===== config.mk =====
export PLATFORM = sky130hd
export DESIGN_NAME = glos_div
export DESIGN_NICKNAME = d
export VERILOG_FILES = /design/src/rtl/glos_pkg.sv /design/src/rtl/glos_div.sv
export VERILOG_INCLUDE_DIRS = /design/src /design/src/rtl
export SDC_FILE = /design/constraint.sdc
export NUM_CORES = 1
export LEC_CHECK = 0
export ABC_CLOCK_PERIOD_IN_PS = 4800
export BUFFER_PORTS_ARGS = -buffer_cell sky130_fd_sc_hd__buf_2
export CELL_PAD_IN_SITES_DETAIL_PLACEMENT = 1
export CELL_PAD_IN_SITES_GLOBAL_PLACEMENT = 2
export CORE_MARGIN = 8
export CORE_UTILIZATION = 30
export CTS_BUF_LIST = sky130_fd_sc_hd__clkbuf_8
export CTS_CLUSTER_DIAMETER = 100
export DETAILED_ROUTE_END_ITERATION = 16
export GPL_TIMING_DRIVEN = 0
export PLACE_DENSITY_LB_ADDON = 0.1
export RECOVER_POWER = 25
export SLEW_MARGIN = 25
export SYNTH_ARGS = -nofsm -noshare
export SYNTH_HDL_FRONTEND = slang
export SYNTH_SLANG_ARGS = --single-unit

===== constraint.sdc =====
create_clock -name clock -period 4.8 [get_ports clock]
set_input_delay 0.24 -clock clock [delete_from_list [all_inputs] [get_ports clock]]
set_output_delay 0.24 -clock clock [all_outputs]
set_load 0.05 [all_outputs]

===== src/rtl/grid_line_of_sight_defines.svh =====
// Assertion macros shared by the grid line-of-sight RTL.
// Included by modules that carry concurrent checks; no other dependencies.
`ifndef GRID_LINE_OF_SIGHT_DEFINES_SVH
`define GRID_LINE_OF_SIGHT_DEFINES_SVH

// Same-cycle implication check.
`define GLOS_ASSERT_IMP(lbl, clk, rst, ante, cons, msg) \
   lbl: assert property (@(posedge clk) disable iff (rst) (ante) |-> (cons)) \
      else $error(msg);

// Next-cycle implication check.
`define GLOS_ASSERT_NXT(lbl, clk, rst, ante, cons, msg) \
   lbl: assert property (@(posedge clk) disable iff (rst) (ante) |=> (cons)) \
      else $error(msg);

`endif


===== src/rtl/glos_pkg.sv =====
// Shared types and constants for the grid line-of-sight block.
// No dependencies; imported by every module of the block.
package glos_pkg;

   localparam int COORD_W    = 12;
   localparam int COL_W      = 8;
   localparam int CODE_W     = 8;
   localparam int DIFF_W     = 13;
   localparam int RW         = 14;
   localparam int DIV_STEPS  = 12;
   localparam int CNT_W      = 4;
   localparam int MCOLS_W    = 7;
   localparam int REQ_DATA_W = 48;
   localparam int RSP_DATA_W = 16;
   localparam int CSR_ADDR_W = 3;
   localparam int CSR_DATA_W = 32;

   localparam logic CMD_WRITE = 1'b0;
   localparam logic CMD_QUERY = 1'b1;

   localparam logic REG_MAP_COLS   = 1'b0;
   localparam logic REG_FLOOR_CODE = 1'b1;

   localparam logic [MCOLS_W-1:0] MAP_COLS_RESET   = 7'd64;
   localparam logic [CODE_W-1:0]  FLOOR_CODE_RESET = 8'd46;

   typedef enum logic [2:0] {
      ST_IDLE,
      ST_DIV_A,
      ST_DIV_B,
      ST_DIFF,
      ST_SETUP,
      ST_WALK,
      ST_DRAIN,
      ST_RESP
   } glos_state_type;

   typedef struct packed {
      logic               start;
      logic [COORD_W-1:0] dividend;
   } div_req_type;

   typedef struct packed {
      logic               done;
      logic [COORD_W-1:0] quot;
      logic [COL_W-1:0]   rem;
   } div_rsp_type;

endpackage


===== src/rtl/glos_div.sv =====
// Restoring divider that splits a cell index into row and column, one bit a cycle.
// Depends on glos_pkg and grid_line_of_sight_defines.svh.
`include "grid_line_of_sight_defines.svh"

module glos_div #(
   parameter int MAX_COLS = 64
) (
   input  logic                          clock,
   input  logic                          reset,
   input  glos_pkg::div_req_type         div_req,
   input  logic [$clog2(MAX_COLS+1)-1:0] divisor,
   output glos_pkg::div_rsp_type         div_rsp
);
   import glos_pkg::*;

   localparam int CW = $clog2(MAX_COLS + 1);

   logic [CNT_W-1:0]   count_ff, count_in;
   logic [COORD_W-1:0] quot_ff, quot_in;
   logic [CW-1:0]      rem_ff, rem_in;
   logic               done_ff, done_in;
   logic [CW:0]        trial;
   logic               ge;

   always_comb begin
      trial    = {rem_ff, quot_ff[COORD_W-1]};
      ge       = trial >= {1'b0, divisor};
      count_in = count_ff;
      quot_in  = quot_ff;
      rem_in   = rem_ff;
      done_in  = 1'b0;
      if (div_req.start) begin
         count_in = CNT_W'(DIV_STEPS);
         quot_in  = div_req.dividend;
         rem_in   = '0;
      end else if (count_ff != '0) begin
         count_in = count_ff - 1'b1;
         quot_in  = {quot_ff[COORD_W-2:0], ge};
         rem_in   = ge ? CW'(trial - {1'b0, divisor}) : CW'(trial);
         done_in  = (count_ff == CNT_W'(1));
      end
   end

   always_ff @(posedge clock) begin
      if (reset) begin
         count_ff <= '0;
         done_ff  <= 1'b0;
      end else begin
         count_ff <= count_in;
         done_ff  <= done_in;
      end
   end

   always_ff @(posedge clock) begin
      quot_ff <= quot_in;
      rem_ff  <= rem_in;
   end

   assign div_rsp.done = done_ff;
   assign div_rsp.quot = quot_ff;
   assign div_rsp.rem  = COL_W'(rem_ff);

   `GLOS_ASSERT_IMP(a_div_start_idle, clock, reset, div_req.start, count_ff == '0, "divide started while busy")
   `GLOS_ASSERT_NXT(a_div_length, clock, reset, div_req.start, count_ff == CNT_W'(DIV_STEPS), "divide length wrong")
   `GLOS_ASSERT_IMP(a_div_rem, clock, reset, div_rsp.done, (count_ff == '0) && (rem_ff < divisor), "remainder not below divisor")

endmodule


==> flow_metrics.tcl, run 1 <==
set metrics [dict create \
    floorplan.die.width_um 85.38 \
    timing.slew.headroom_pct 57.56 \
    rows 25 \
    first_global_vias 1278 \
    dr.pass1.iters 2 \
    clockRootBuffer "sky130_fd_sc_hd__clkbuf_8" \
    largest_net_degree_at_the_start_of_global_routing 14 \
    netSwitchingFraction_pct 45.42 \
    seq_power_share_pct 33.8 \
    drv_cap 0 \
    worst_ir_drop_vdd_v 0.0001543 \
    combinational_share_of_power_pct 52.6 \
    power.density_mw_per_mm2 497.2 \
    ys_seq_elements 24 \
    antenna-diode-count 0 \
    gr-usage-all-layers_pct 10.27 \
    reg_to_reg_slack_setup_ns 2.55 \
    internal_power_mw 0.4737 \
    dominant_combinational_cell_family_by_area_after_synthesis "simple AND/OR/NAND/NOR gates" \
    grt_setup_unrepaired "no" \
    synthDistinctLibCells 40 \
    clock_tree_from_tritoncts "yes" \
    die-area_mm2 0.007289 \
    number_of_buffers_inserted_to_repair_setup_after_cts 0 \
    p_leak_nw 0.7518 \
    detail_route.wirelength_um 3641 \
    finalPower_mw 0.8678 \
    syn-num-nets 176 \
    timing.final.crit_period_ns 2.251 \
    largest_fanout_of_any_net_on_the_critical_path 10 \
    worst_setup_path_end_kind "register" \
    synth_to_layout_area_growth_pct 20.88 \
    dieHeight_um 85.38 \
    outcome "finished, final reports clean" \
    regArea_um2 600.6 \
    timing.fmax_mhz 444.3 \
    power_frac_clock_pct 13.6 \
    drc 0 \
    setup_slack_ns 2.549 \
    yosys.area_share.adder_pct 9.185 \
    design.core.area_mm2 0.004692 \
    detailed_place.area_mm2 0.001717 \
    cts_resized 0 \
    totalNegativeSetupSlack_ns 0 \
    worst_clock_skew_ns 0.001051 \
    postSynthCellCount 144 \
    final.period_utilization_pct 46.89 \
    finalSetupViolations 0 \
    fraction_of_final_layout_cells_with_drive_strength_greater_than_1_pct 26.98 \
    antenna_violating_nets_remaining 0 \
    share_of_the_synthesized_area_in_compound_gates_ao_oa_aoi_oai_pct 12.56 \
    drv_slew 0 \
    dp_hpwl_um 2957 \
    clk_path_buf_depth 2 \
    floorplan.io_pins 43 \
    port-buffer-count 41 \
    start_util_pct 30.77 \
    basic_gate_share_of_the_synthesized_area_counting_and_or_nand_and_nor_cells_pct 14.47 \
    multi_input_area_um2 757.0 \
    yosys.area_share.xor_xnor_pct 2.426 \
    worstPathRequired_ns 4.98 \
    post-place-ws_ns 2.584 \
    first_pass_grt_wire_length_um 6141 \
    synthesis.area_mm2 0.001444 \
    mux_contribution_to_synthesized_area_pct 13.52 \
    cts_made_buffers 3 \
    vias_after_detailed_routing 1200 \
    antenna_found_initial 0 \
    hold_violations 0 \
    whs_ns 0.1959 \
    fin_nets 222 \
    hold_class "input pin to register" \
    worst_slew_pin_slew_ns 0.6393 \
    clk-insertion-delay-late_ns 0.26 \
    timing.critical_path.arrival_ns 2.43 \
    syn_area_per_cell_um2 10.03 \
    route.detailed.wl_per_inst_um 14.98 \
    finalWeightedCongestion 0.7780 \
    clkTransAtPathRegs_ns 0.08 \
    worstSetupStartpointType "register" \
    overflow 0 \
    clock-sinks 24 \
    ys_warn_count 0 \
    route.detailed.vias_per_inst 4.938 \
    initialDrtViolationCount 40 \
    fillcell_total 560 \
    worstSetupPathType "register to register" \
    h_tree_levels 1 \
    synth_seq_area_share_pct 41.59 \
    ctsHoldBuffers 0 \
    switchingPower_mw 0.3942 \
    fin_area_mm2 0.001745 \
]
-- placed cells by master, fill, tap and decap left out, drive strengths merged, types with 8 or more instances in the layout --
| cell type | count |
|---|---|
| buf | 33 |
| clkbuf | 18 |
| nor2 | 16 |
| inv | 13 |
| mux2 | 12 |
| dfxtp | 12 |
| edfxtp | 12 |
| a21oi | 10 |
| ha | 9 |
| nand2 | 8 |
-- sequential cells by signal, indices dropped and copies added (netlist names) --
name / flops
count_ff: 4
quot_ff: 12
done_ff: 1
rem_ff: 7
-- critical path: stages, from the launching register on --
cell and delay [ns]:
sky130_fd_sc_hd__edfxtp_1 0.36, sky130_fd_sc_hd__inv_1 0.08, sky130_fd_sc_hd__ha_1 0.22, sky130_fd_sc_hd__fa_1 0.40
sky130_fd_sc_hd__nand2b_1 0.22, sky130_fd_sc_hd__a211oi_2 0.22, sky130_fd_sc_hd__nor3_2 0.08, sky130_fd_sc_hd__buf_6 0.15
sky130_fd_sc_hd__a31o_2 0.22, sky130_fd_sc_hd__a311oi_2 0.22
-- per-stage QoR --
step           utilization (%)  std cells
6_report                 37.20        243
5_1_grt                  37.20        243
4_1_cts                  37.55        243
3_5_place_dp             36.59        239
3_3_place_gp             36.59        239
2_1_floorplan                -        144
-- Yosys cell counts, drive strengths merged --
master / n / share of area (%)
nor2: 16 / 4.2
dfxtp: 12 / 17
edfxtp: 12 / 25
inv: 12 / 3.1
mux2: 12 / 9.4
a21oi: 10 / 3.5
ha: 9 / 7.8
nand2: 8 / 2.1
mux2i: 6 / 4.2
nor3: 6 / 2.4
a211oi: 5 / 3.3
buf: 5 / 2.3
nand2b: 3 / 1.3
a311oi: 2 / 1.6
a31o: 2 / 1.2
clkbuf: 2 / 0.52
nand3: 2 / 0.69
o21ai: 2 / 0.69
xnor2: 2 / 1.2
xor2: 2 / 1.2
a2111oi: 1 / 0.61
a311o: 1 / 0.69
a31oi: 1 / 0.43
and2: 1 / 0.43
and4: 1 / 0.61
conb: 1 / 0.26
fa: 1 / 1.4
nand3b: 1 / 0.52
nand4: 1 / 0.43
nor2b: 1 / 0.43
nor3b: 1 / 0.52
nor4: 1 / 0.43
o21a: 1 / 0.52
or3: 1 / 0.43
-- layout make-up --
type | instances | area share (%)
Buffer | 7 | 2.366
Inverter | 12 | 2.581
Clock buffer | 3 | 2.366
Sequential cell | 24 | 34.41
Clock inverter | 1 | 0.2151
Timing Repair Buffer | 41 | 10.82
Tap cell | 54 | 3.871
Multi-Input combinational cell | 101 | 43.37
-- per-layer routing --
metal  wire length (µm)  track usage (%)  vias to the layer above  share of wire, %
met1               1657            12.03                      568                46
li1                   -                -                      604                 -
met3                194            1.737                        2               5.3
met4                 46            3.822                        0               1.3
met2               1742            18.18                       26                48
met5                  0                0                        -                 0
-- worst paths after layout --
kind	start	end	cells after the start
max	quot_ff[11]$_DFFE_PP_	rem_ff[5]$_SDFFE_PP0N_	9
min	reset	count_ff[3]$_SDFFE_PP0P_	2
max reg2reg	quot_ff[11]$_DFFE_PP_	rem_ff[5]$_SDFFE_PP0N_	9
min reg2reg	count_ff[1]$_SDFFE_PP0N_	count_ff[1]$_SDFFE_PP0N_	2
-- power groups by stage --
stage	Sequential [mW]	Combinational, mW	Clock, mW
5_1_grt	0.303	0.499	0.132
3_3_place_gp	0.296	0.462	0
6_report	0.293	0.457	0.118
4_1_cts	0.294	0.469	0.123
2_1_floorplan	0.420	0.239	0
3_5_place_dp	0.299	0.468	0
-- cells by family after synthesis --
kind of cell / Yosys count
XOR/XNOR: 4
flip-flops: 24
AND/OR/NAND/NOR: 43
other: 1
AO/OA/AOI/OAI: 25
multiplexers: 18
buffers and inverters: 19
adder cells (fa/ha/maj): 10
No activity file was read; power rests on OpenSTA's default activity.
==> run 2: changes to the inputs <==
--- a/config.mk
+++ b/config.mk
@@ -6,12 +6,12 @@
 export SDC_FILE = /design/constraint.sdc
 export NUM_CORES = 1
 export LEC_CHECK = 0
-export ABC_CLOCK_PERIOD_IN_PS = 4800
+export ABC_CLOCK_PERIOD_IN_PS = 1900
 export BUFFER_PORTS_ARGS = -buffer_cell sky130_fd_sc_hd__buf_2
 export CELL_PAD_IN_SITES_DETAIL_PLACEMENT = 1
 export CELL_PAD_IN_SITES_GLOBAL_PLACEMENT = 2
 export CORE_MARGIN = 8
-export CORE_UTILIZATION = 30
+export CORE_UTILIZATION = 29
 export CTS_BUF_LIST = sky130_fd_sc_hd__clkbuf_8
 export CTS_CLUSTER_DIAMETER = 100
 export DETAILED_ROUTE_END_ITERATION = 16
==> constraint.sdc (replaced) <==
create_clock -name clock -period 1.9 [get_ports clock]
set_input_delay 0.095 -clock clock [delete_from_list [all_inputs] [get_ports clock]]
set_output_delay 0.095 -clock clock [all_outputs]
set_load 0.05 [all_outputs]
==> run 2 against run 1 <==
Against the previous run: the run now ends with setup timing left; clock skew hardly changed; utilization rose by 2.6 points; first-iteration DRC count rose by 55%; power rose to 2.8 times the previous value; critical path depth unchanged; cell area up 8.5%.
==> flow_metrics.tcl, run 2 (synthesis results as in run 1) <==
set metrics [dict create \
    outcome "finished, violations left" \
    failed_checks "setup timing" \
    overflow 0 \
    seq_power_share_pct 30.9 \
    grt_setup_unrepaired "yes" \
    antenna-diode-count 0 \
    synth_to_layout_area_growth_pct 31.20 \
    cp_top_family "adder cells" \
    finalWeightedCongestion 0.7235 \
    clk_path_buf_depth 2 \
    die-area_mm2 0.007493 \
    largest_registers "quot_ff x12, rem_ff x7, count_ff x4" \
    fin_nets 230 \
    route.detailed.wl_per_inst_um 14.92 \
    switchingPower_mw 1.085 \
    hold_class "input pin to register" \
    initialDrtViolationCount 62 \
    hold_violations 0 \
    largest_register "quot_ff" \
    layout_common_cells "29 x sky130_fd_sc_hd__buf_2, 16 x sky130_fd_sc_hd__nor2_1, 14 x sky130_fd_sc_hd__clkbuf_1" \
    port-buffer-count 41 \
    totalNegativeSetupSlack_ns -1.418 \
    vias_after_detailed_routing 1224 \
    first_global_vias 1288 \
    detail_route.wirelength_um 3938 \
    worst_setup_path_end_kind "register" \
    layout.core_utilization_pct 39.84 \
    clock_tree_from_tritoncts "yes" \
    launching_element_of_the_worst_setup_path "quot_ff[11]$_DFFE_PP_" \
    clkTransAtPathRegs_ns 0.08 \
    power_frac_clock_pct 12.7 \
    cts_made_buffers 3 \
    design.core.area_mm2 0.004755 \
    dp_hpwl_um 3105 \
    netSwitchingFraction_pct 44.96 \
    timing.slew.headroom_pct 58.74 \
    worst_ir_drop_vdd_v 0.0005050 \
    final.period_utilization_pct 111.6 \
    worst_clock_skew_ns 0.0008903 \
    p_leak_nw 0.8039 \
    worstSetupStartpointType "register" \
    timing.final.crit_period_ns 2.120 \
    clockRootBuffer "sky130_fd_sc_hd__clkbuf_8" \
    start_util_pct 30.37 \
    cp_num_cells 9 \
    power.density_mw_per_mm2 1274 \
    ctsHoldBuffers 0 \
    crit_path_end "rem_ff[1]$_SDFFE_PP0N_" \
    largest_net_degree_at_the_start_of_global_routing 14 \
    r2r_cells 9 \
    drv_slew 0 \
    largest_register_ffs 12 \
    reg_to_reg_slack_setup_ns -0.22 \
    route.detailed.vias_per_inst 4.636 \
    h_tree_levels 1 \
    timing.fmax_mhz 471.7 \
    clock-sinks 24 \
    floorplan.die.width_um 86.56 \
    dieHeight_um 86.56 \
    worstSetupPathType "register to register" \
    worst_slew_pin_slew_ns 0.6215 \
    setup_slack_ns -0.2202 \
    reg2reg_to "rem_ff[1]$_SDFFE_PP0N_" \
    number_of_buffer_and_inverter_stages_on_the_critical_path 2 \
    fraction_of_final_layout_cells_with_drive_strength_greater_than_1_pct 35.03 \
    clk-insertion-delay-late_ns 0.26 \
    antenna_violating_nets_remaining 0 \
    worstPathRequired_ns 2.06 \
    first_pass_grt_wire_length_um 6223 \
    gr-usage-all-layers_pct 10.59 \
    worst_r2r_startpoint "quot_ff[11]$_DFFE_PP_" \
    finalSetupViolations 8 \
    cell_with_the_largest_stage_delay_on_the_worst_path "sky130_fd_sc_hd__edfxtp_1" \
    timing.hold.worst.start "reset" \
    dr.pass1.iters 4 \
    floorplan.io_pins 43 \
    timing.critical_path.arrival_ns 2.28 \
    antenna_found_initial 0 \
    drc 0 \
    layout_commonest_cell "sky130_fd_sc_hd__buf_2" \
    combinational_share_of_power_pct 56.3 \
    worst_path_largest_cell_delay_ns 0.40 \
    drv_cap 0 \
    internal_power_mw 1.328 \
    crit_chain "inv_2 > ha_4 > fa_2 > nand2b_4 > a211oi_4 > nor3_2 > buf_4 > and4_1 > a311o_1" \
    largest_fanout_of_any_net_on_the_critical_path 3 \
    rows 25 \
]
run 2: routing by layer:
layer / global-route usage (%) / routed length (µm)
met5: 0 / 0
met4: 5.634 / 81
met3: 1.607 / 157
met2: 19.44 / 2063
met1: 11.31 / 1636
run 2: repair_timing:
| action | CTS | global route |
|---|---|---|
| setup endpoints to repair | 8 | 20 |
| pin swaps | 1 | 4 |
| setup buffers | 6 | 2 |
| resized for setup | 4 | 8 |
run 2: cell type report:
class,count,area [µm²]
Multi-Input combinational cell,101,817.0
Tap cell,67,83.83
Clock inverter,1,3.754
Inverter,12,45.04
Sequential cell,24,600.6
Buffer,7,41.29
Timing Repair Buffer,49,261.5
Clock buffer,3,41.29
Fill cell,566,2860
run 2: through the flow:
step,hold slack (ns),cell area (µm²),setup slack [ns],cells,power (mW)
floorplan,0.1641,1456,-0.4105,144,1.677
global placement,0.3306,1745,-0.2058,252,1.933
detailed placement,0.3321,1745,-0.3332,252,1.968
CTS,0.05248,1856,-0.2285,262,2.357
global route,0.06317,1894,-0.3465,264,2.571
finish,0.05126,1894,-0.2202,264,2.413
run 2: how the worst min path moves through the flow:
stage                                to  depth (start not counted)
2_1_floorplan  count_ff[2]$_SDFFE_PP0P_                          1
3_3_place_gp   count_ff[2]$_SDFFE_PP0P_                          2
3_5_place_dp   count_ff[3]$_SDFFE_PP0P_                          2
4_1_cts        count_ff[3]$_SDFFE_PP0P_                          2
5_1_grt        count_ff[3]$_SDFFE_PP0P_                          2
6_report       count_ff[3]$_SDFFE_PP0P_                          2
run 2: power groups by stage:
stage / logic, mW / clock network [mW] / registers [mW]
floorplan: 0.616 / 0 / 1.06
global placement: 1.18 / 0 / 0.750
detailed placement: 1.21 / 0 / 0.756
CTS: 1.30 / 0.310 / 0.747
global route: 1.47 / 0.332 / 0.766
finish: 1.36 / 0.307 / 0.746
run 2: worst reg2reg max path: cells and delay by family (launching register included):
| family | cells | cell delay (ns) |
|---|---|---|
| buf+inv | 2 | 0.20 |
| fa+ha+maj | 2 | 0.50 |
| simple gates | 3 | 0.43 |
| compound gates | 2 | 0.48 |
| flops | 1 | 0.40 |
==> run 3: changes to the inputs <==
--- a/config.mk
+++ b/config.mk
@@ -18,6 +18,7 @@
 export GPL_TIMING_DRIVEN = 0
 export PLACE_DENSITY_LB_ADDON = 0.1
 export RECOVER_POWER = 25
+export SKIP_LAST_GASP = 1
 export SLEW_MARGIN = 25
 export SYNTH_ARGS = -nofsm -noshare
 export SYNTH_HDL_FRONTEND = slang
==> run 3 against run 2 <==
Against the previous run: the flow still finishes with violations (setup timing); register-to-register slack about the same; combinational power about the same; sequential share of layout area up 0.15 points; clock skew unchanged; cell count unchanged; sequential cell count unchanged; clock-buffer cell count unchanged; routed wire length up 0.30%; power down 0.55%; first-iteration DRC count up 9.7%; maximum frequency down 0.47%; critical path type unchanged; critical endpoint unchanged; largest power group unchanged; highest routed layer unchanged.
==> flow_metrics.tcl, run 3 (synthesis results as in run 1) <==
set metrics [dict create \
    reg_to_reg_slack_setup_ns -0.23 \
    port-buffer-count 41 \
    drv_slew 0 \
    largest_registers "quot_ff x12, rem_ff x7, count_ff x4" \
    rows 25 \
    worstPathRequired_ns 2.06 \
    worst_clock_skew_ns 0.0008903 \
    cts_made_buffers 3 \
    timing.fmax_mhz 469.4 \
    design.core.area_mm2 0.004755 \
    p_leak_nw 0.8014 \
    worst_r2r_startpoint "quot_ff[11]$_DFFE_PP_" \
    largest_fanout_of_any_net_on_the_critical_path 3 \
    setup_slack_ns -0.2303 \
    clock-sinks 24 \
    worst_ir_drop_vdd_v 0.0005099 \
    antenna-diode-count 0 \
    floorplan.die.width_um 86.56 \
    finalWeightedCongestion 0.7235 \
    launching_element_of_the_worst_setup_path "quot_ff[11]$_DFFE_PP_" \
    clock_tree_from_tritoncts "yes" \
    clkTransAtPathRegs_ns 0.08 \
    worst_setup_path_end_kind "register" \
    placedCellCount 252 \
    hold_class "input pin to register" \
    die-area_mm2 0.007493 \
    layout_common_cells "29 x sky130_fd_sc_hd__buf_2, 16 x sky130_fd_sc_hd__nor2_1, 14 x sky130_fd_sc_hd__clkbuf_1" \
    dieHeight_um 86.56 \
    detailed_place.area_mm2 0.001745 \
    worst_slew_pin_slew_ns 0.6215 \
    final.period_utilization_pct 112.1 \
    grt_setup_unrepaired "yes" \
    initialDrtViolationCount 68 \
    final_cell_count_no_fill 264 \
    largest_net_degree_at_the_start_of_global_routing 14 \
    clk_path_buf_depth 2 \
    start_util_pct 30.37 \
    failed_checks "setup timing" \
    timing.slew.headroom_pct 58.74 \
    h_tree_levels 1 \
    timing.final.crit_period_ns 2.130 \
    power.density_mw_per_mm2 1272 \
    antenna_found_initial 0 \
    outcome "finished, violations left" \
    overflow 0 \
    drv_cap 0 \
    synth_to_layout_area_growth_pct 30.59 \
    detail_route.wirelength_um 3950 \
    first_pass_grt_wire_length_um 6223 \
    dr.pass1.iters 4 \
    multi_input_area_um2 808.3 \
    vias_after_detailed_routing 1226 \
    floorplan.io_pins 43 \
    regArea_um2 600.6 \
    clk-insertion-delay-late_ns 0.26 \
    fraction_of_final_layout_cells_with_drive_strength_greater_than_1_pct 35.03 \
    gr-usage-all-layers_pct 10.59 \
    fin_area_mm2 0.001886 \
    worstSetupStartpointType "register" \
    crit_path_end "rem_ff[1]$_SDFFE_PP0N_" \
    r2r_cells 9 \
    route.detailed.vias_per_inst 4.644 \
    ctsHoldBuffers 0 \
    first_global_vias 1288 \
    finalSetupViolations 8 \
    largest_register "quot_ff" \
    reg2reg_to "rem_ff[1]$_SDFFE_PP0N_" \
    dp_hpwl_um 3105 \
    timing.critical_path.arrival_ns 2.29 \
    layout_commonest_cell "sky130_fd_sc_hd__buf_2" \
    hold_violations 0 \
    route.detailed.wl_per_inst_um 14.96 \
    finalPower_mw 2.399 \
    largest_register_ffs 12 \
    antenna_violating_nets_remaining 0 \
    fin_nets 230 \
    clockRootBuffer "sky130_fd_sc_hd__clkbuf_8" \
    drc 0 \
    fillcell_total 567 \
    worstSetupPathType "register to register" \
]
[run 3: cell counts in the layout (fill, tap and decap cells not counted)]
Identical to the previous run, type by type.
[run 3: per-layer routing]
layer | vias to the layer above | wire length (µm) | global-route usage [%]
li1 | 616 | - | -
met3 | 6 | 157 | 1.607
met4 | 0 | 83 | 5.634
met5 | - | 0 | 0
met1 | 577 | 1627 | 11.31
met2 | 27 | 2082 | 19.44
[run 3: worst max-delay path: stages, from the launching register on]
cell and delay (ns):
sky130_fd_sc_hd__edfxtp_1 0.40, sky130_fd_sc_hd__inv_2 0.07, sky130_fd_sc_hd__ha_4 0.16, sky130_fd_sc_hd__fa_2 0.34, sky130_fd_sc_hd__nand2b_4 0.18, sky130_fd_sc_hd__a211oi_4 0.22, sky130_fd_sc_hd__nor3_2 0.07, sky130_fd_sc_hd__buf_4 0.13
sky130_fd_sc_hd__and4_1 0.19, sky130_fd_sc_hd__a311o_1 0.26
[run 3: power breakdown]
group	internal (mW)	switching, mW
Clock	0.144	0.162
Combinational	0.513	0.833
Sequential	0.661	0.0857
[run 3: worst min path at each step]
stage / endpoint / slack, ns / from / cells past startpoint
2_1_floorplan: count_ff[2]$_SDFFE_PP0P_ / 0.16 / reset / 1
3_3_place_gp: count_ff[2]$_SDFFE_PP0P_ / 0.33 / reset / 2
3_5_place_dp: count_ff[3]$_SDFFE_PP0P_ / 0.33 / reset / 2
4_1_cts: count_ff[3]$_SDFFE_PP0P_ / 0.05 / reset / 2
5_1_grt: count_ff[3]$_SDFFE_PP0P_ / 0.06 / reset / 2
6_report: count_ff[3]$_SDFFE_PP0P_ / 0.05 / reset / 2
[run 3: layout make-up]
class	instances	area share, %
multi-input cells	101	42.87
flip-flops and latches	24	31.85
well taps	67	4.446
repair buffers	49	13.87
clock inverters	1	0.1991
plain buffers	7	2.190
inverters	12	2.389
clock buffers	3	2.190
[run 3: stage by stage]
| step | setup TNS (ns) | hold WS [ns] | util, % | worst slack, ns |
|---|---|---|---|---|
| 2_1_floorplan | -2.463 | 0.1641 | - | -0.4105 |
| 3_3_place_gp | -0.8357 | 0.3306 | 36.71 | -0.2058 |
| 3_5_place_dp | -1.256 | 0.3321 | 36.71 | -0.3332 |
| 4_1_cts | -1.561 | 0.05248 | 39.03 | -0.2285 |
| 5_1_grt | -2.475 | 0.06317 | 39.66 | -0.3489 |
| 6_report | -1.505 | 0.05126 | 39.66 | -0.2303 |
[run 3: repair_timing]
item,4_1_cts,5_1_grt
buffers inserted,6,2
resized for setup,4,7
endpoints found under the setup margin,8,20
pin swaps,1,4
