--- config.mk ---
export PLATFORM = sky130hd
export DESIGN_NAME = glos_seq
export DESIGN_NICKNAME = d
export VERILOG_FILES = /design/src/rtl/glos_pkg.sv /design/src/rtl/glos_seq.sv
export VERILOG_INCLUDE_DIRS = /design/src /design/src/rtl
export SDC_FILE = /design/constraint.sdc
export NUM_CORES = 1
export LEC_CHECK = 0
export BUFFER_PORTS_ARGS = -buffer_cell sky130_fd_sc_hd__buf_2
export CAP_MARGIN = 20
export CORE_AREA = 2 2 156 158
export CTS_BUF_LIST = sky130_fd_sc_hd__clkbuf_8 sky130_fd_sc_hd__clkbuf_16
export CTS_CLUSTER_SIZE = 40
export DETAILED_ROUTE_END_ITERATION = 12
export DIE_AREA = 0 0 158 160
export HOLD_SLACK_MARGIN = 0.08
export PLACE_DENSITY = 0.74
export SLEW_MARGIN = 20
export SYNTH_ARGS = -nofsm -noshare
export SYNTH_HDL_FRONTEND = slang
export SYNTH_SLANG_ARGS = --single-unit
--- constraint.sdc ---
create_clock -name clock -period 16.1 [get_ports clock]
set_input_delay 2.415 -clock clock [delete_from_list [all_inputs] [get_ports clock]]
set_output_delay 2.415 -clock clock [all_outputs]
set_load 0.005 [all_outputs]
--- src/rtl/grid_line_of_sight_defines.svh ---
// Assertion macros shared by the grid line-of-sight RTL.
// Included by modules that carry concurrent checks; no other dependencies.
`ifndef GRID_LINE_OF_SIGHT_DEFINES_SVH
`define GRID_LINE_OF_SIGHT_DEFINES_SVH

// Same-cycle implication check.
`define GLOS_ASSERT_IMP(lbl, clk, rst, ante, cons, msg) \
   lbl: assert property (@(posedge clk) disable iff (rst) (ante) |-> (cons)) \
      else $error(msg);

// Next-cycle implication check.
`define GLOS_ASSERT_NXT(lbl, clk, rst, ante, cons, msg) \
   lbl: assert property (@(posedge clk) disable iff (rst) (ante) |=> (cons)) \
      else $error(msg);

`endif

--- src/rtl/glos_pkg.sv ---
// Shared types and constants for the grid line-of-sight block.
// No dependencies; imported by every module of the block.
package glos_pkg;

   localparam int COORD_W    = 12;
   localparam int COL_W      = 8;
   localparam int CODE_W     = 8;
   localparam int DIFF_W     = 13;
   localparam int RW         = 14;
   localparam int DIV_STEPS  = 12;
   localparam int CNT_W      = 4;
   localparam int MCOLS_W    = 7;
   localparam int REQ_DATA_W = 48;
   localparam int RSP_DATA_W = 16;
   localparam int CSR_ADDR_W = 3;
   localparam int CSR_DATA_W = 32;

   localparam logic CMD_WRITE = 1'b0;
   localparam logic CMD_QUERY = 1'b1;

   localparam logic REG_MAP_COLS   = 1'b0;
   localparam logic REG_FLOOR_CODE = 1'b1;

   localparam logic [MCOLS_W-1:0] MAP_COLS_RESET   = 7'd64;
   localparam logic [CODE_W-1:0]  FLOOR_CODE_RESET = 8'd46;

   typedef enum logic [2:0] {
      ST_IDLE,
      ST_DIV_A,
      ST_DIV_B,
      ST_DIFF,
      ST_SETUP,
      ST_WALK,
      ST_DRAIN,
      ST_RESP
   } glos_state_type;

   typedef struct packed {
      logic               start;
      logic [COORD_W-1:0] dividend;
   } div_req_type;

   typedef struct packed {
      logic               done;
      logic [COORD_W-1:0] quot;
      logic [COL_W-1:0]   rem;
   } div_rsp_type;

endpackage

--- src/rtl/glos_seq.sv ---
// Query sequencer: drives the shared divider, sets up the line walk and steps it
// one map read a cycle. Depends on glos_pkg and grid_line_of_sight_defines.svh.
`include "grid_line_of_sight_defines.svh"

module glos_seq #(
   parameter int MAP_CELLS = 4096,
   parameter int MAX_COLS  = 64
) (
   input  logic                          clock,
   input  logic                          reset,
   input  logic                          query_go,
   input  logic [glos_pkg::COORD_W-1:0]  start_pos,
   input  logic [glos_pkg::COORD_W-1:0]  end_pos,
   input  logic [$clog2(MAX_COLS+1)-1:0] cols,
   input  logic [glos_pkg::CODE_W-1:0]   floor_code,
   output glos_pkg::div_req_type         div_req,
   input  glos_pkg::div_rsp_type         div_rsp,
   output logic [$clog2(MAP_CELLS)-1:0]  rd_addr,
   input  logic [glos_pkg::CODE_W-1:0]   rd_data,
   output logic                          req_ready,
   output logic                          rsp_tvalid,
   input  logic                          rsp_tready,
   output logic                          rsp_visible,
   output logic [glos_pkg::COORD_W-1:0]  rsp_next_pos,
   output logic                          rsp_next_valid
);
   import glos_pkg::*;

   localparam int AW    = $clog2(MAP_CELLS);
   localparam int IDX_W = $clog2(MAP_CELLS + 4096 + MAX_COLS);

   glos_state_type state_ff, state_in;

   logic [COORD_W-1:0]       a_ff, a_in, b_ff, b_in;
   logic [COORD_W-1:0]       ar_ff, ar_in, br_ff, br_in;
   logic [COL_W-1:0]         ac_ff, ac_in, bc_ff, bc_in;
   logic signed [DIFF_W-1:0] dc_ff, dc_in, dr_ff, dr_in;
   logic [RW-1:0]            step2m_ff, step2m_in;
   logic signed [RW:0]       sub_ff, sub_in;
   logic [IDX_W-1:0]         dnc_ff, dnc_in, dcy_ff, dcy_in;
   logic [IDX_W-1:0]         idx_ff, idx_in;
   logic [RW-1:0]            r_ff, r_in;
   logic [COORD_W-1:0]       left_ff, left_in;
   logic                     first_ff, first_in;
   logic                     vis_ff, vis_in;
   logic [COORD_W-1:0]       npos_ff, npos_in;
   logic                     nvld_ff, nvld_in;
   logic                     chk_ff, chk_in;
   logic                     oor_ff, oor_in;
   logic                     rsp_valid_ff, rsp_valid_in;
   logic                     rsp_vis_ff, rsp_vis_in;
   logic [COORD_W-1:0]       rsp_pos_ff, rsp_pos_in;
   logic                     rsp_nv_ff, rsp_nv_in;

   logic [COORD_W-1:0] adc, adr, mj, mn;
   logic               colmaj;
   logic [IDX_W-1:0]   cols_d, one_d, maj_d, min_d;
   logic [RW-1:0]      r1;
   logic signed [RW:0] r2;
   logic               carry;
   logic [IDX_W-1:0]   step_idx;
   logic               step_oor;

   assign adc    = dc_ff[DIFF_W-1] ? COORD_W'(-dc_ff) : COORD_W'(dc_ff);
   assign adr    = dr_ff[DIFF_W-1] ? COORD_W'(-dr_ff) : COORD_W'(dr_ff);
   assign colmaj = (adc >= adr) && (dc_ff != '0);
   assign mj     = colmaj ? adc : adr;
   assign mn     = colmaj ? adr : adc;
   assign cols_d = IDX_W'(cols);
   assign one_d  = IDX_W'(1);
   assign maj_d  = colmaj ? (dc_ff[DIFF_W-1] ? -one_d : one_d)
                          : (dr_ff[DIFF_W-1] ? -cols_d : cols_d);
   assign min_d  = colmaj ? (dr_ff[DIFF_W-1] ? -cols_d : cols_d)
                          : (dc_ff[DIFF_W-1] ? -one_d : one_d);

   assign r1       = r_ff + step2m_ff;
   assign r2       = $signed({1'b0, r_ff}) + sub_ff;
   assign carry    = !r2[RW];
   assign step_idx = idx_ff + (carry ? dcy_ff : dnc_ff);
   assign step_oor = step_idx >= IDX_W'(MAP_CELLS);
   assign rd_addr  = AW'(step_idx);

   assign div_req.start    = ((state_ff == ST_IDLE) && query_go)
                           || ((state_ff == ST_DIV_A) && div_rsp.done);
   assign div_req.dividend = (state_ff == ST_IDLE) ? start_pos : b_ff;

   assign req_ready = (state_ff == ST_IDLE);

   always_comb begin
      state_in     = state_ff;
      a_in         = a_ff;
      b_in         = b_ff;
      ar_in        = ar_ff;
      br_in        = br_ff;
      ac_in        = ac_ff;
      bc_in        = bc_ff;
      dc_in        = dc_ff;
      dr_in        = dr_ff;
      step2m_in    = step2m_ff;
      sub_in       = sub_ff;
      dnc_in       = dnc_ff;
      dcy_in       = dcy_ff;
      idx_in       = idx_ff;
      r_in         = r_ff;
      left_in      = left_ff;
      first_in     = first_ff;
      vis_in       = vis_ff;
      npos_in      = npos_ff;
      nvld_in      = nvld_ff;
      chk_in       = 1'b0;
      oor_in       = oor_ff;
      rsp_valid_in = rsp_valid_ff && !rsp_tready;
      rsp_vis_in   = rsp_vis_ff;
      rsp_pos_in   = rsp_pos_ff;
      rsp_nv_in    = rsp_nv_ff;

      if (chk_ff && (oor_ff || (rd_data != floor_code))) begin
         vis_in = 1'b0;
      end

      unique case (state_ff)
         ST_IDLE: begin
            if (query_go) begin
               a_in     = start_pos;
               b_in     = end_pos;
               state_in = ST_DIV_A;
            end
         end
         ST_DIV_A: begin
            if (div_rsp.done) begin
               ar_in    = div_rsp.quot;
               ac_in    = div_rsp.rem;
               state_in = ST_DIV_B;
            end
         end
         ST_DIV_B: begin
            if (div_rsp.done) begin
               br_in    = div_rsp.quot;
               bc_in    = div_rsp.rem;
               state_in = ST_DIFF;
            end
         end
         ST_DIFF: begin
            dr_in    = $signed({1'b0, br_ff}) - $signed({1'b0, ar_ff});
            dc_in    = $signed({{(DIFF_W-COL_W){1'b0}}, bc_ff})
                     - $signed({{(DIFF_W-COL_W){1'b0}}, ac_ff});
            state_in = ST_SETUP;
         end
         ST_SETUP: begin
            step2m_in = {1'b0, mn, 1'b0};
            sub_in    = $signed({2'b00, mn, 1'b0}) - $signed({2'b00, mj, 1'b0});
            dnc_in    = maj_d;
            dcy_in    = maj_d + min_d;
            idx_in    = IDX_W'(a_ff);
            r_in      = RW'(mj);
            left_in   = mj - 1'b1;
            first_in  = 1'b1;
            vis_in    = 1'b1;
            priority if (mj == '0) begin
               npos_in  = '0;
               nvld_in  = 1'b0;
               state_in = ST_RESP;
            end else if (mj == COORD_W'(1)) begin
               npos_in  = b_ff;
               nvld_in  = 1'b1;
               state_in = ST_RESP;
            end else begin
               state_in = ST_WALK;
            end
         end
         ST_WALK: begin
            idx_in   = step_idx;
            r_in     = carry ? RW'(r2) : r1;
            left_in  = left_ff - 1'b1;
            first_in = 1'b0;
            chk_in   = 1'b1;
            oor_in   = step_oor;
            if (first_ff) begin
               nvld_in = !step_oor && (step_idx[IDX_W-1:COORD_W] == '0);
               npos_in = (!step_oor && (step_idx[IDX_W-1:COORD_W] == '0))
                       ? step_idx[COORD_W-1:0] : '0;
            end
            if (left_ff == COORD_W'(1)) begin
               state_in = ST_DRAIN;
            end
         end
         ST_DRAIN: begin
            state_in = ST_RESP;
         end
         ST_RESP: begin
            if (!rsp_valid_ff || rsp_tready) begin
               rsp_valid_in = 1'b1;
               rsp_vis_in   = vis_in;
               rsp_pos_in   = npos_ff;
               rsp_nv_in    = nvld_ff;
               state_in     = ST_IDLE;
            end
         end
      endcase
   end

   always_ff @(posedge clock) begin
      if (reset) begin
         state_ff     <= ST_IDLE;
         chk_ff       <= 1'b0;
         rsp_valid_ff <= 1'b0;
      end else begin
         state_ff     <= state_in;
         chk_ff       <= chk_in;
         rsp_valid_ff <= rsp_valid_in;
      end
   end

   always_ff @(posedge clock) begin
      a_ff      <= a_in;
      b_ff      <= b_in;
      ar_ff     <= ar_in;
      br_ff     <= br_in;
      ac_ff     <= ac_in;
      bc_ff     <= bc_in;
      dc_ff     <= dc_in;
      dr_ff     <= dr_in;
      step2m_ff <= step2m_in;
      sub_ff    <= sub_in;
      dnc_ff    <= dnc_in;
      dcy_ff    <= dcy_in;
      idx_ff    <= idx_in;
      r_ff      <= r_in;
      left_ff   <= left_in;
      first_ff  <= first_in;
      vis_ff    <= vis_in;
      npos_ff   <= npos_in;
      nvld_ff   <= nvld_in;
      oor_ff    <= oor_in;
      rsp_vis_ff <= rsp_vis_in;
      rsp_pos_ff <= rsp_pos_in;
      rsp_nv_ff  <= rsp_nv_in;
   end

   assign rsp_tvalid     = rsp_valid_ff;
   assign rsp_visible    = rsp_vis_ff;
   assign rsp_next_pos   = rsp_pos_ff;
   assign rsp_next_valid = rsp_nv_ff;

   `GLOS_ASSERT_IMP(a_walk_left, clock, reset, state_ff == ST_WALK, left_ff != '0, "walk with no cells left")
   `GLOS_ASSERT_IMP(a_rsp_source, clock, reset, $rose(rsp_valid_ff), $past(state_ff == ST_RESP), "response loaded outside RESP")
   `GLOS_ASSERT_IMP(a_chk_source, clock, reset, chk_ff, (state_ff == ST_WALK) || (state_ff == ST_DRAIN), "cell check outside walk")

endmodule

==> summary.txt, run 1 <==
Setup path
  – Critical path's most frequent cell: a21oi_1
  – WP depth: 21
  – Worst path bufs/invs: 2
  – CP cell instances: ha_1, a21o_1, a21oi_1, nand2b_1, a21boi_0, o211ai_1, o21ai_0, xor2_2, buf_4, mux2_2, ha_1, a21o_1, a21oi_1, nor2b_1, o31ai_1, nand2b_1, a31o_2, a21oi_1, o21ai_0, xor2_1, buf_2
  – CP top delay family: compound AO/OA/AOI/OAI gates
  – Setup CP Type: reg2out
  – Worst Path Arrival: 6170 ps
  – Crit Path Max Fanout: 25
  – Reg-to-reg startpoint: dc_ff[0]$_DFFE_PN_
  – Startpoint type of the worst setup path: flip-flop
  – Slowest-stage cell, CP: xor2_2
  – Depth of the worst register-to-register path: 27
  – Setup crit end: rd_addr[11]
  – Crit. End Element: primary output
  – Worst Setup SP: r_ff[2]$_DFFE_PP_
  – CP max stage delay: 660 ps
  – Flop-to-flop setup slack: 9310 ps
  – Worst reg2reg path endpoint: dcy_ff[13]$_DFFE_PP_
  – Req. time, crit path: 13690 ps

Min path
  – Worst Hold Class: reg2reg

Route
  – Final wirelength: 27700 microns
  – Vias per cell: 5.60
  – Pre-antenna DRT Iters: 5
  – DR WL/cell: 16.9 microns
  – DRC violation count after routing: 0
  – ANT nets after route: 0
  – 1st-iter DRT viols: 706
  – Vias post-DR: 9193

Synthesis
  – Top-count cell post-synth: edfxtp_1
  – Distinct cell type count after synthesis: 75
  – Asr flop ratio synth: 0%
  – Top cells by count, synth: edfxtp_1, nand2_1, nor2_1
  – EDFF count, synth: 205
  – Mapped Area: 12800 sq um
  – Ys Warns: 0
  – Largest area contributor in the netlist: edfxtp_1
  – Top_reg_cell synth: edfxtp_1
  – Area contributors post-synth: edfxtp_1, ha_1, xnor2_1
  – Syn Inst Count: 1193
  – Register bit total from synthesis: 211
  – Share of the synthesized area in the top cell type: 48.2%
  – Sequential fraction of the synthesis area: 49.2%
  – Average cell area after synthesis: 10.7 sq um

Power and ir drop
  – Gate power share: 21.4%
  – Clk network pwr share: 33.6%
  – Switching Share: 27.9%
  – Power Dens Cells: 103 nW/um^2
  – Leakage: 5.75 nW
  – Seq pwr share: 44.9%
  – Total power: 0.00148 W
  – Internal power: 0.00107 W
  – Switching power: 0.000413 W
  – Largest vdd supply drop: 92.9 uV

Cells and area
  – Layout cells sized above 1: 16.6%
  – Non-filler cells, final: 1641
  – Filler cells: 1949
  – Multi-input logic area: 6020 sq um
  – P&R area growth vs syn: 12.7%
  – Util after Layout: 60.4%
  – Final net count: 1464
  – Reg area: 6280 sq um
  – N_diodes: 0

STA
  – Relative slew margins: 40.8%
  – Final hold vios: 0
  – Final setup violation count: 0
  – Worst slew pin tran: 885 ps
  – Skew final: 17.1 ps
  – Setup tns final: 0 ps
  – Fin worst setup slack: 7510 ps
  – Post-layout min period: 8590 ps
  – Fmax: 0.116 GHz
  – RSZ-0062 raised after global routing: false
  – Pins Over Slew Limit: 0
  – Post-route clock period utilization: 53.3%

CTS
  – Hold Buf Count CTS: 0
  – Clk_lat worst skew: 520 ps
  – Root buf cell: clkbuf_16
  – Clk sinks: 211
  – CTS tree: built
  – CTS max path bufs: 3
  – Htree depth: 1
  – Reg clk slew, reported paths: 60 ps
  – CTS Buf Count: 24
  – Post_cts resized: 0
  – Setup bufs post-CTS: 0

Flow run
  – Max-cap violations: 0

Placement
  – Detailed-placement wirelength estimate: 20800 microns
  – IO Port Bufs: 112
  – Routability congestion estimate: 0.925
  – Place WS: 8120 ps
  – DP Cell Count: 1597

GRT
  – Busiest grt layer: met2
  – Met2 usage: 36.3%
  – GRT Resource Usage Total: 22.3%
  – First-pass GRT wire length: 45100 microns
  – GR Overflow Total: 0
  – Largest net degree at the start of global routing: 52
  – Grt met1 use: 31.7%
  – Met3 Usage GRT: 3.36%
  – Number of global-route vias before repair: 8965
  – Initial antenna violation count: 0

Floorplanning
  – Die extent in x: 158 microns
  – Row Count: 57
  – Core area: 23800 sq um
  – Io pins: 113
  – Height of the die: 160 microns
  – Initial Util: 53.6%
  – Die ar.: 25300 sq um

Outcome
  – Status: completed
## per-layer routing
metal / vias to the layer above / part of all wire, %
met5: - / 0
met4: 0 / 2.1
met3: 53 / 6.8
met2: 337 / 47
met1: 4285 / 44
li1: 4518 / -
## cells by family (layout without fill, tap and decap cells)
| kind of cell | count (synthesis) | in the layout | share of synthesized area, % |
|---|---|---|---|
| compound gates | 288 | 288 | 14.6 |
| xor+xnor | 100 | 100 | 6.92 |
| fa+ha+maj | 93 | 93 | 9.47 |
| buf+inv | 125 | 248 | 4.26 |
| flops | 211 | 211 | 49.2 |
| mux | 36 | 36 | 3.08 |
| other cells | 1 | 2 | 0.0294 |
| simple gates | 339 | 339 | 12.4 |
## worst min-delay path by stage
stage                                     start  depth (start not counted)                          to  slack, ps
after global routing          nvld_ff$_DFFE_PP_                          0    rsp_next_valid$_DFFE_PP_        430
after CTS                 npos_ff[10]$_DFFE_PP_                          0  rsp_next_pos[10]$_DFFE_PP_        420
final                     npos_ff[10]$_DFFE_PP_                          0  rsp_next_pos[10]$_DFFE_PP_        420
after detailed placement   npos_ff[6]$_DFFE_PP_                          0   rsp_next_pos[6]$_DFFE_PP_        400
after floorplan            npos_ff[0]$_DFFE_PP_                          0   rsp_next_pos[0]$_DFFE_PP_        400
after global placement     npos_ff[5]$_DFFE_PP_                          0   rsp_next_pos[5]$_DFFE_PP_        400
## stage by stage
stage,area [sq um],hold WS (ps)
floorplan,12800,400
global placement,13600,402
detailed placement,13600,405
CTS,14400,420
global route,14400,427
finish,14400,418
## power by group through the flow
stage	clock, W	combinational (W)	sequential [W]
global placement	0	0.000306	0.000674
global route	0.000527	0.000354	0.000667
detailed placement	0	0.000313	0.000675
CTS	0.000506	0.000315	0.000664
finish	0.000498	0.000317	0.000665
floorplan	0	0.000236	0.000668
## cell usage in the layout (no fill, tap or decap), drive strengths merged, types with 6 or more instances in the layout
master	n
edfxtp	205
buf	124
nand2	113
nor2	102
o21ai	91
inv	88
ha	87
a21oi	68
xnor2	66
xor2	34
a21o	26
clkbuf	26
nor3	24
mux2	23
a21boi	20
nor2b	18
nand2b	15
mux2i	13
nand3	12
and2	12
o31ai	11
a22o	10
a31oi	9
o211ai	9
clkinv	9
nand4	8
or3	7
a211oi	7
or2	7
fa	6
dfxtp	6
nor4	6
o21a	6
## final cells by class
type,count,area share [%]
inverters,80,2.09
repair buffers,124,4.52
flip-flops and latches,211,43.6
well taps,324,2.82
clock inverters,18,0.618
clock buffers,26,4.45
multi-input cells,858,41.9
## sequential cells by signal, indices dropped and copies added, names as in the netlist, 12 cells and up
register      flops
dcy_ff           14
idx_ff           14
dr_ff            13
r_ff             13
sub_ff           13
a_ff             12
ar_ff            12
b_ff             12
br_ff            12
dnc_ff           12
left_ff          12
npos_ff          12
rsp_next_pos     12
step2m_ff        12
No activity file was read; power rests on OpenSTA's default activity.
==> run 2: changes to the inputs <==
--- a/config.mk
+++ b/config.mk
@@ -14,7 +14,7 @@
 export DETAILED_ROUTE_END_ITERATION = 12
 export DIE_AREA = 0 0 158 160
 export HOLD_SLACK_MARGIN = 0.08
-export PLACE_DENSITY = 0.74
+export PLACE_DENSITY = 0.76
 export SLEW_MARGIN = 20
 export SYNTH_ARGS = -nofsm -noshare
 export SYNTH_HDL_FRONTEND = slang
==> constraint.sdc (replaced) <==
create_clock -name clock -period 7.8 [get_ports clock]
set_input_delay 1.17 -clock clock [delete_from_list [all_inputs] [get_ports clock]]
set_output_delay 1.17 -clock clock [all_outputs]
set_load 0.005 [all_outputs]
==> run 2 against run 1 <==
Final cell count about the same; setup slack worse by 6800 ps; first-iteration DRC count down 7.9%; global-route usage down 0.37 points; power up 110%; utilization up 0.24 points; clock skew down 6.1 ps; combinational power up 110%; critical endpoint unchanged.
==> summary.txt, run 2 (synthesized netlist as in run 1, its figures left out) <==
Outcome
  – Status: completed

Cells and area
  – Most frequent cells in the layout: edfxtp_1, nand2_1, buf_2, nor2_1
  – Most common cell after layout, fill and taps aside: edfxtp_1
  – Filler cells: 1957 (+0.41%)
  – N_diodes: 0 (unchanged)
  – Non-filler cells, final: 1640 (-0.061%)
  – Reg area: 6280 sq um (unchanged)
  – P&R area growth vs syn: 13.1%
  – Multi-input logic area: 6020 sq um (unchanged)
  – Final net count: 1465 (+0.068%)
  – Util after Layout: 60.6% (+0.24 points)
  – Regs by FF count: dcy_ff x14, idx_ff x14
  – Layout cells sized above 1: 16.6% (about the same)

STA
  – Final hold vios: 0 (unchanged)
  – Worst slew pin tran: 914 ps (+28.8 ps)
  – Post-layout min period: 7100 ps
  – Final setup violation count: 0 (unchanged)
  – Post-route clock period utilization: 91.1%
  – Fin worst setup slack: 697 ps (-6820 ps)
  – Relative slew margins: 38.9% (-1.9 points)
  – Setup tns final: 0 ps (unchanged)
  – Fmax: 0.141 GHz
  – Worst hold slack: 423 ps (+5.03 ps)
  – RSZ-0062 raised after global routing: false
  – Pins Over Slew Limit: 0 (unchanged)
  – Skew final: 10.9 ps (-6.15 ps)

CTS
  – CTS max path bufs: 3 (unchanged)
  – Clk sinks: 211 (unchanged)
  – Setup bufs post-CTS: 0 (unchanged)
  – CTS Buf Count: 24 (unchanged)
  – CTS tree: built
  – Post_cts resized: 0 (unchanged)
  – Reg clk slew, reported paths: 70 ps (about the same)
  – Hold Buf Count CTS: 0 (unchanged)
  – Root buf cell: clkbuf_16
  – Htree depth: 1 (unchanged)
  – Clk_lat worst skew: 520 ps (about the same)

Floorplanning
  – Die ar.: 25300 sq um (unchanged)
  – Row Count: 57 (unchanged)
  – Die extent in x: 158 microns (unchanged)
  – Io pins: 113 (unchanged)
  – Height of the die: 160 microns (unchanged)
  – Core area: 23800 sq um (unchanged)
  – Initial Util: 53.6% (unchanged)

Placement
  – DP Cell Count: 1598 (+0.063%)
  – Detailed-placement wirelength estimate: 20600 microns (-0.76%)
  – IO Port Bufs: 112 (unchanged)
  – Place WS: 1230 ps (-6890 ps)
  – Routability congestion estimate: 0.923 (-0.24%)

Power and ir drop
  – Power Dens Cells: 217 nW/um^2 (+110%)
  – Largest vdd supply drop: 218 uV (+130%)
  – Leakage: 5.77 nW (+0.23%)

GRT
  – First-pass GRT wire length: 44400 microns (-1.4%)
  – Number of global-route vias before repair: 8818 (-1.6%)
  – Initial antenna violation count: 1 (+1)
  – Largest net degree at the start of global routing: 52 (unchanged)
  – GRT Resource Usage Total: 21.9% (-0.37 points)
  – GR Overflow Total: 0 (unchanged)

Setup path
  – Reg-to-reg startpoint: dr_ff[3]$_DFFE_PN_
  – Req. time, crit path: 6630 ps (-7060 ps)
  – Setup CP Type: reg2out
  – Worst Path Arrival: 5930 ps (-240 ps)
  – Worst Setup SP: r_ff[2]$_DFFE_PP_
  – Crit. End Element: primary output
  – Crit Path Max Fanout: 17 (-32%)
  – Startpoint type of the worst setup path: flip-flop

Min path
  – Worst Hold Class: reg2reg
  – HP Start: npos_ff[6]$_DFFE_PP_

Route
  – ANT nets after route: 0 (unchanged)
  – Final wirelength: 27500 microns (-0.58%)
  – DRC violation count after routing: 0 (unchanged)
  – Pre-antenna DRT Iters: 5 (unchanged)
  – 1st-iter DRT viols: 650 (-7.9%)
  – Vias post-DR: 9237 (+0.48%)
  – DR WL/cell: 16.8 microns (-0.52%)
  – Vias per cell: 5.63 (+0.54%)

Flow run
  – Max-cap violations: 0 (unchanged)
-- run 2: cell type report --
cell class,count,area share (%)
clock buffer,24,4.16
multi-input combinational,858,41.7
clock inverter,18,1.22
tap,324,2.81
inverter,80,2.08
sequential,211,43.5
timing repair buffer,125,4.56
-- run 2: report_power, final --
part | internal [W] | switching (W)
combinational | 0.000275 | 0.000378
clock | 0.000659 | 0.000446
sequential | 0.00134 | 0.0000338
-- run 2: through the flow --
step / area, sq um / power, W
6_report: 14400 / 0.00313
5_1_grt: 14400 / 0.00327
4_1_cts: 14400 / 0.00314
3_5_place_dp: 13600 / 0.00204
3_3_place_gp: 13600 / 0.00202
2_1_floorplan: 12800 / 0.00187
-- run 2: critical path, stage by stage, from the launching register on --
cell      delay (ps)
edfxtp_1         420
ha_1             320
a21o_1           130
a21oi_1          100
nand2b_1         160
a21boi_0         310
o211ai_1         200
o21ai_0          330
xor2_2           700
mux2_2           450
ha_1             290
a21o_1           180
a21oi_1          250
nor2b_1           90
o31ai_1          290
nand2b_1         120
a31o_2           270
a21oi_1          220
o21ai_0          150
xor2_1           250
buf_2            160
-- run 2: worst paths after layout --
kind | slack [ps] | to | cells past startpoint
worst max-delay path | 700 | rd_addr[11] | 20
worst min-delay path | 420 | rsp_next_pos[6]$_DFFE_PP_ | 0
worst max register to register | 1120 | dcy_ff[13]$_DFFE_PP_ | 22
worst min register to register | 420 | rsp_next_pos[6]$_DFFE_PP_ | 0
-- run 2: routing by layer --
| layer | wire [microns] | GRT usage (%) | share of wire [%] | up-vias |
|---|---|---|---|---|
| li1 | - | - | - | 4519 |
| met1 | 12400 | 31.4 | 45 | 4365 |
| met2 | 12600 | 34.9 | 46 | 298 |
| met3 | 1810 | 3.42 | 6.6 | 53 |
| met4 | 712 | 5.94 | 2.6 | 2 |
| met5 | 13 | 0 | 0.047 | - |
==> run 3: changes to the inputs <==
--- a/config.mk
+++ b/config.mk
@@ -6,15 +6,15 @@
 export SDC_FILE = /design/constraint.sdc
 export NUM_CORES = 1
 export LEC_CHECK = 0
-export BUFFER_PORTS_ARGS = -buffer_cell sky130_fd_sc_hd__buf_2
 export CAP_MARGIN = 20
 export CORE_AREA = 2 2 156 158
-export CTS_BUF_LIST = sky130_fd_sc_hd__clkbuf_8 sky130_fd_sc_hd__clkbuf_16
+export CTS_BUF_LIST = sky130_fd_sc_hd__clkbuf_16
 export CTS_CLUSTER_SIZE = 40
 export DETAILED_ROUTE_END_ITERATION = 12
 export DIE_AREA = 0 0 158 160
+export DONT_BUFFER_PORTS = 1
 export HOLD_SLACK_MARGIN = 0.08
-export PLACE_DENSITY = 0.76
+export PLACE_DENSITY = 0.83
 export SLEW_MARGIN = 20
 export SYNTH_ARGS = -nofsm -noshare
 export SYNTH_HDL_FRONTEND = slang
==> run 3 against run 2 <==
Clock skew up 26 ps; flip-flop and latch count unchanged; first-iteration DRC count rose by 37%; final area down 4.7%; via count shrank 4.4%; combinational power shrank 6.9%; register-to-register slack got worse by 230 ps; power down 5.5%; utilization shrank 2.9 points; critical endpoint unchanged; highest routed layer is now met4.
==> summary.txt, run 3 (synthesized netlist as in run 1, its figures left out) <==
Outcome
  – Status: completed

CTS
  – Htree depth: 1 (unchanged)
  – CTS Buf Count: 22 (-8.3%)
  – Hold Buf Count CTS: 0 (unchanged)
  – Reg clk slew, reported paths: 70 ps (about the same)
  – CTS max path bufs: 3 (unchanged)
  – CTS tree: built
  – Clk_lat worst skew: 530 ps (about the same)
  – Clk sinks: 211 (unchanged)
  – Root buf cell: clkbuf_16
  – Post_cts resized: 0 (unchanged)
  – Setup bufs post-CTS: 0 (unchanged)

STA
  – RSZ-0062 raised after global routing: false
  – Skew final: 36.8 ps (+25.9 ps)
  – Fin worst setup slack: 717 ps (+20.6 ps)
  – Fmax: 0.141 GHz (+0.29%)
  – Post-layout min period: 7080 ps (-20.6 ps)
  – Final hold vios: 0 (unchanged)
  – Worst slew pin tran: 939 ps (+25.6 ps)
  – Setup tns final: 0 ps (unchanged)
  – Post-route clock period utilization: 90.8% (-0.26 points)
  – Relative slew margins: 37.0% (-1.9 points)
  – Final setup violation count: 0 (unchanged)
  – Pins Over Slew Limit: 0 (unchanged)

Cells and area
  – Regs by FF count: dcy_ff x14, idx_ff x14
  – Final net count: 1350 (-7.8%)
  – Multi-input logic area: 6020 sq um (about the same)
  – Layout cells sized above 1: 9.00% (-7.6 points)
  – Filler cells: 1936 (-1.1%)
  – Util after Layout: 57.8% (-2.9 points)
  – Most frequent cells in the layout: edfxtp_1, nand2_1, nor2_1, o21ai_0, ha_1
  – Reg area: 6280 sq um (unchanged)
  – Most common cell after layout, fill and taps aside: edfxtp_1
  – N_diodes: 0 (unchanged)
  – P&R area growth vs syn: 7.79%

Min path
  – Worst Hold Class: reg2reg

Setup path
  – Req. time, crit path: 6630 ps (about the same)
  – Crit Path Max Fanout: 17 (unchanged)
  – CP cell instances: ha_1, a21o_1, a21oi_1, nand2b_1, a21boi_0, o211ai_1, o21ai_0, xor2_2, mux2_2, ha_1, a21o_1, a21oi_1, nor2b_1, o31ai_1, nand2b_1, a31o_2, a21oi_1, o21ai_0, xor2_1
  – Critical path's most frequent cell: a21oi_1
  – CP max stage delay: 670 ps (-30 ps)
  – Worst path bufs/invs: 0 (-1)
  – Startpoint type of the worst setup path: flip-flop
  – Crit. End Element: primary output
  – CP top delay family: compound AO/OA/AOI/OAI gates
  – Slowest-stage cell, CP: xor2_2
  – Worst Path Arrival: 5910 ps (-20 ps)
  – Setup CP Type: reg2out

Power and ir drop
  – Switching power: 0.000848 W (-1.1%)
  – Largest vdd supply drop: 181 uV (-17%)
  – Total power: 0.00296 W (-5.5%)
  – Internal power: 0.00211 W (-7.2%)
  – Seq pwr share: 46.4% (+2.6 points)
  – Switching Share: 28.7% (+1.3 points)
  – Leakage: 5.27 nW (-8.7%)
  – Power Dens Cells: 215 nW/um^2 (-0.84%)
  – Gate power share: 20.5% (-0.4 points)
  – Clk network pwr share: 33.1% (-2.2 points)

Floorplanning
  – Row Count: 57 (unchanged)
  – Io pins: 113 (unchanged)
  – Height of the die: 160 microns (unchanged)
  – Die ar.: 25300 sq um (unchanged)
  – Core area: 23800 sq um (unchanged)
  – Initial Util: 53.6% (unchanged)
  – Die extent in x: 158 microns (unchanged)

Route
  – DR WL/cell: 17.6 microns (+4.5%)
  – 1st-iter DRT viols: 890 (+37%)
  – Vias per cell: 5.79 (+2.8%)
  – Pre-antenna DRT Iters: 8 (+3)
  – Final wirelength: 26800 microns (-2.9%)
  – Vias post-DR: 8828 (-4.4%)
  – DRC violation count after routing: 0 (unchanged)
  – ANT nets after route: 0 (unchanged)

Placement
  – Place WS: 981 ps (-249 ps)
  – Routability congestion estimate: 0.935 (+1.4%)
  – IO Port Bufs: 0 (-100%)
  – Detailed-placement wirelength estimate: 19700 microns (-4.2%)

GRT
  – Busiest grt layer: met2
  – Grt met1 use: 29.7% (-1.7 points)
  – GR Overflow Total: 0 (unchanged)
  – GRT Resource Usage Total: 21.3% (-0.59 points)
  – Met3 Usage GRT: 3.42% (unchanged)
  – Number of global-route vias before repair: 8720 (-1.1%)
  – Largest net degree at the start of global routing: 45 (-13%)
  – Met2 usage: 34.4% (-0.51 points)
  – First-pass GRT wire length: 43400 microns (-2.4%)
  – Initial antenna violation count: 0 (-1)

Flow run
  – Max-cap violations: 0 (unchanged)
## run 3: final timing paths
kind                   startpoint                         to  slack (ps)  cells past startpoint
max             r_ff[2]$_DFFE_PP_                rd_addr[11]         720                     19
min          npos_ff[6]$_DFFE_PP_  rsp_next_pos[6]$_DFFE_PP_         420                      0
max reg2reg    dr_ff[3]$_DFFE_PN_       dcy_ff[13]$_DFFE_PP_         890                     24
min reg2reg  npos_ff[6]$_DFFE_PP_  rsp_next_pos[6]$_DFFE_PP_         420                      0
## run 3: metrics by stage
step | instance area [sq um] | hold slack [ps] | std cells
2_1_floorplan | 12800 | 400 | 1194
3_3_place_gp | 13100 | 403 | 1485
3_5_place_dp | 13100 | 405 | 1485
4_1_cts | 13700 | 421 | 1524
5_1_grt | 13800 | 423 | 1524
6_report | 13800 | 420 | 1524
## run 3: worst register-to-register path, stage by stage, from the launching register on
cell      delay [ps]
edfxtp_1         470
or3_1            450
o21ai_0          220
xor2_1           610
ha_1             340
nand2_1          110
nor2_1           150
o31ai_1          130
o211a_4          190
o31ai_2          760
and2b_1          490
nor2_1           220
a21oi_1          220
ha_1             260
a21o_1           150
a21oi_1          200
o21ai_0          110
a21oi_1          220
o21ai_0          110
a21oi_1          210
o21ai_0          150
or4_1            440
a31o_2           250
a21oi_1          170
xnor2_1           80
## run 3: layout make-up
type | count | area share [%]
clock buffer | 22 | 4.00
inverter | 80 | 2.18
sequential | 211 | 45.6
multi-input combinational | 858 | 43.7
clock inverter | 17 | 0.855
timing repair buffer | 12 | 0.655
tap | 324 | 2.95
## run 3: layer usage
layer | up-vias | share of wire (%)
met5 | - | 0
met4 | 0 | 2.8
met3 | 52 | 7.8
met2 | 350 | 47
met1 | 4149 | 43
li1 | 4277 | -
## run 3: power by group through the flow
stage	Clock (W)	Combinational [W]	Sequential, W
after floorplan	0	0.000488	0.00138
after global placement	0	0.000579	0.00139
after detailed placement	0	0.000595	0.00139
after CTS	0.000991	0.000601	0.00137
after global routing	0.00104	0.000676	0.00138
final	0.000978	0.000607	0.00137
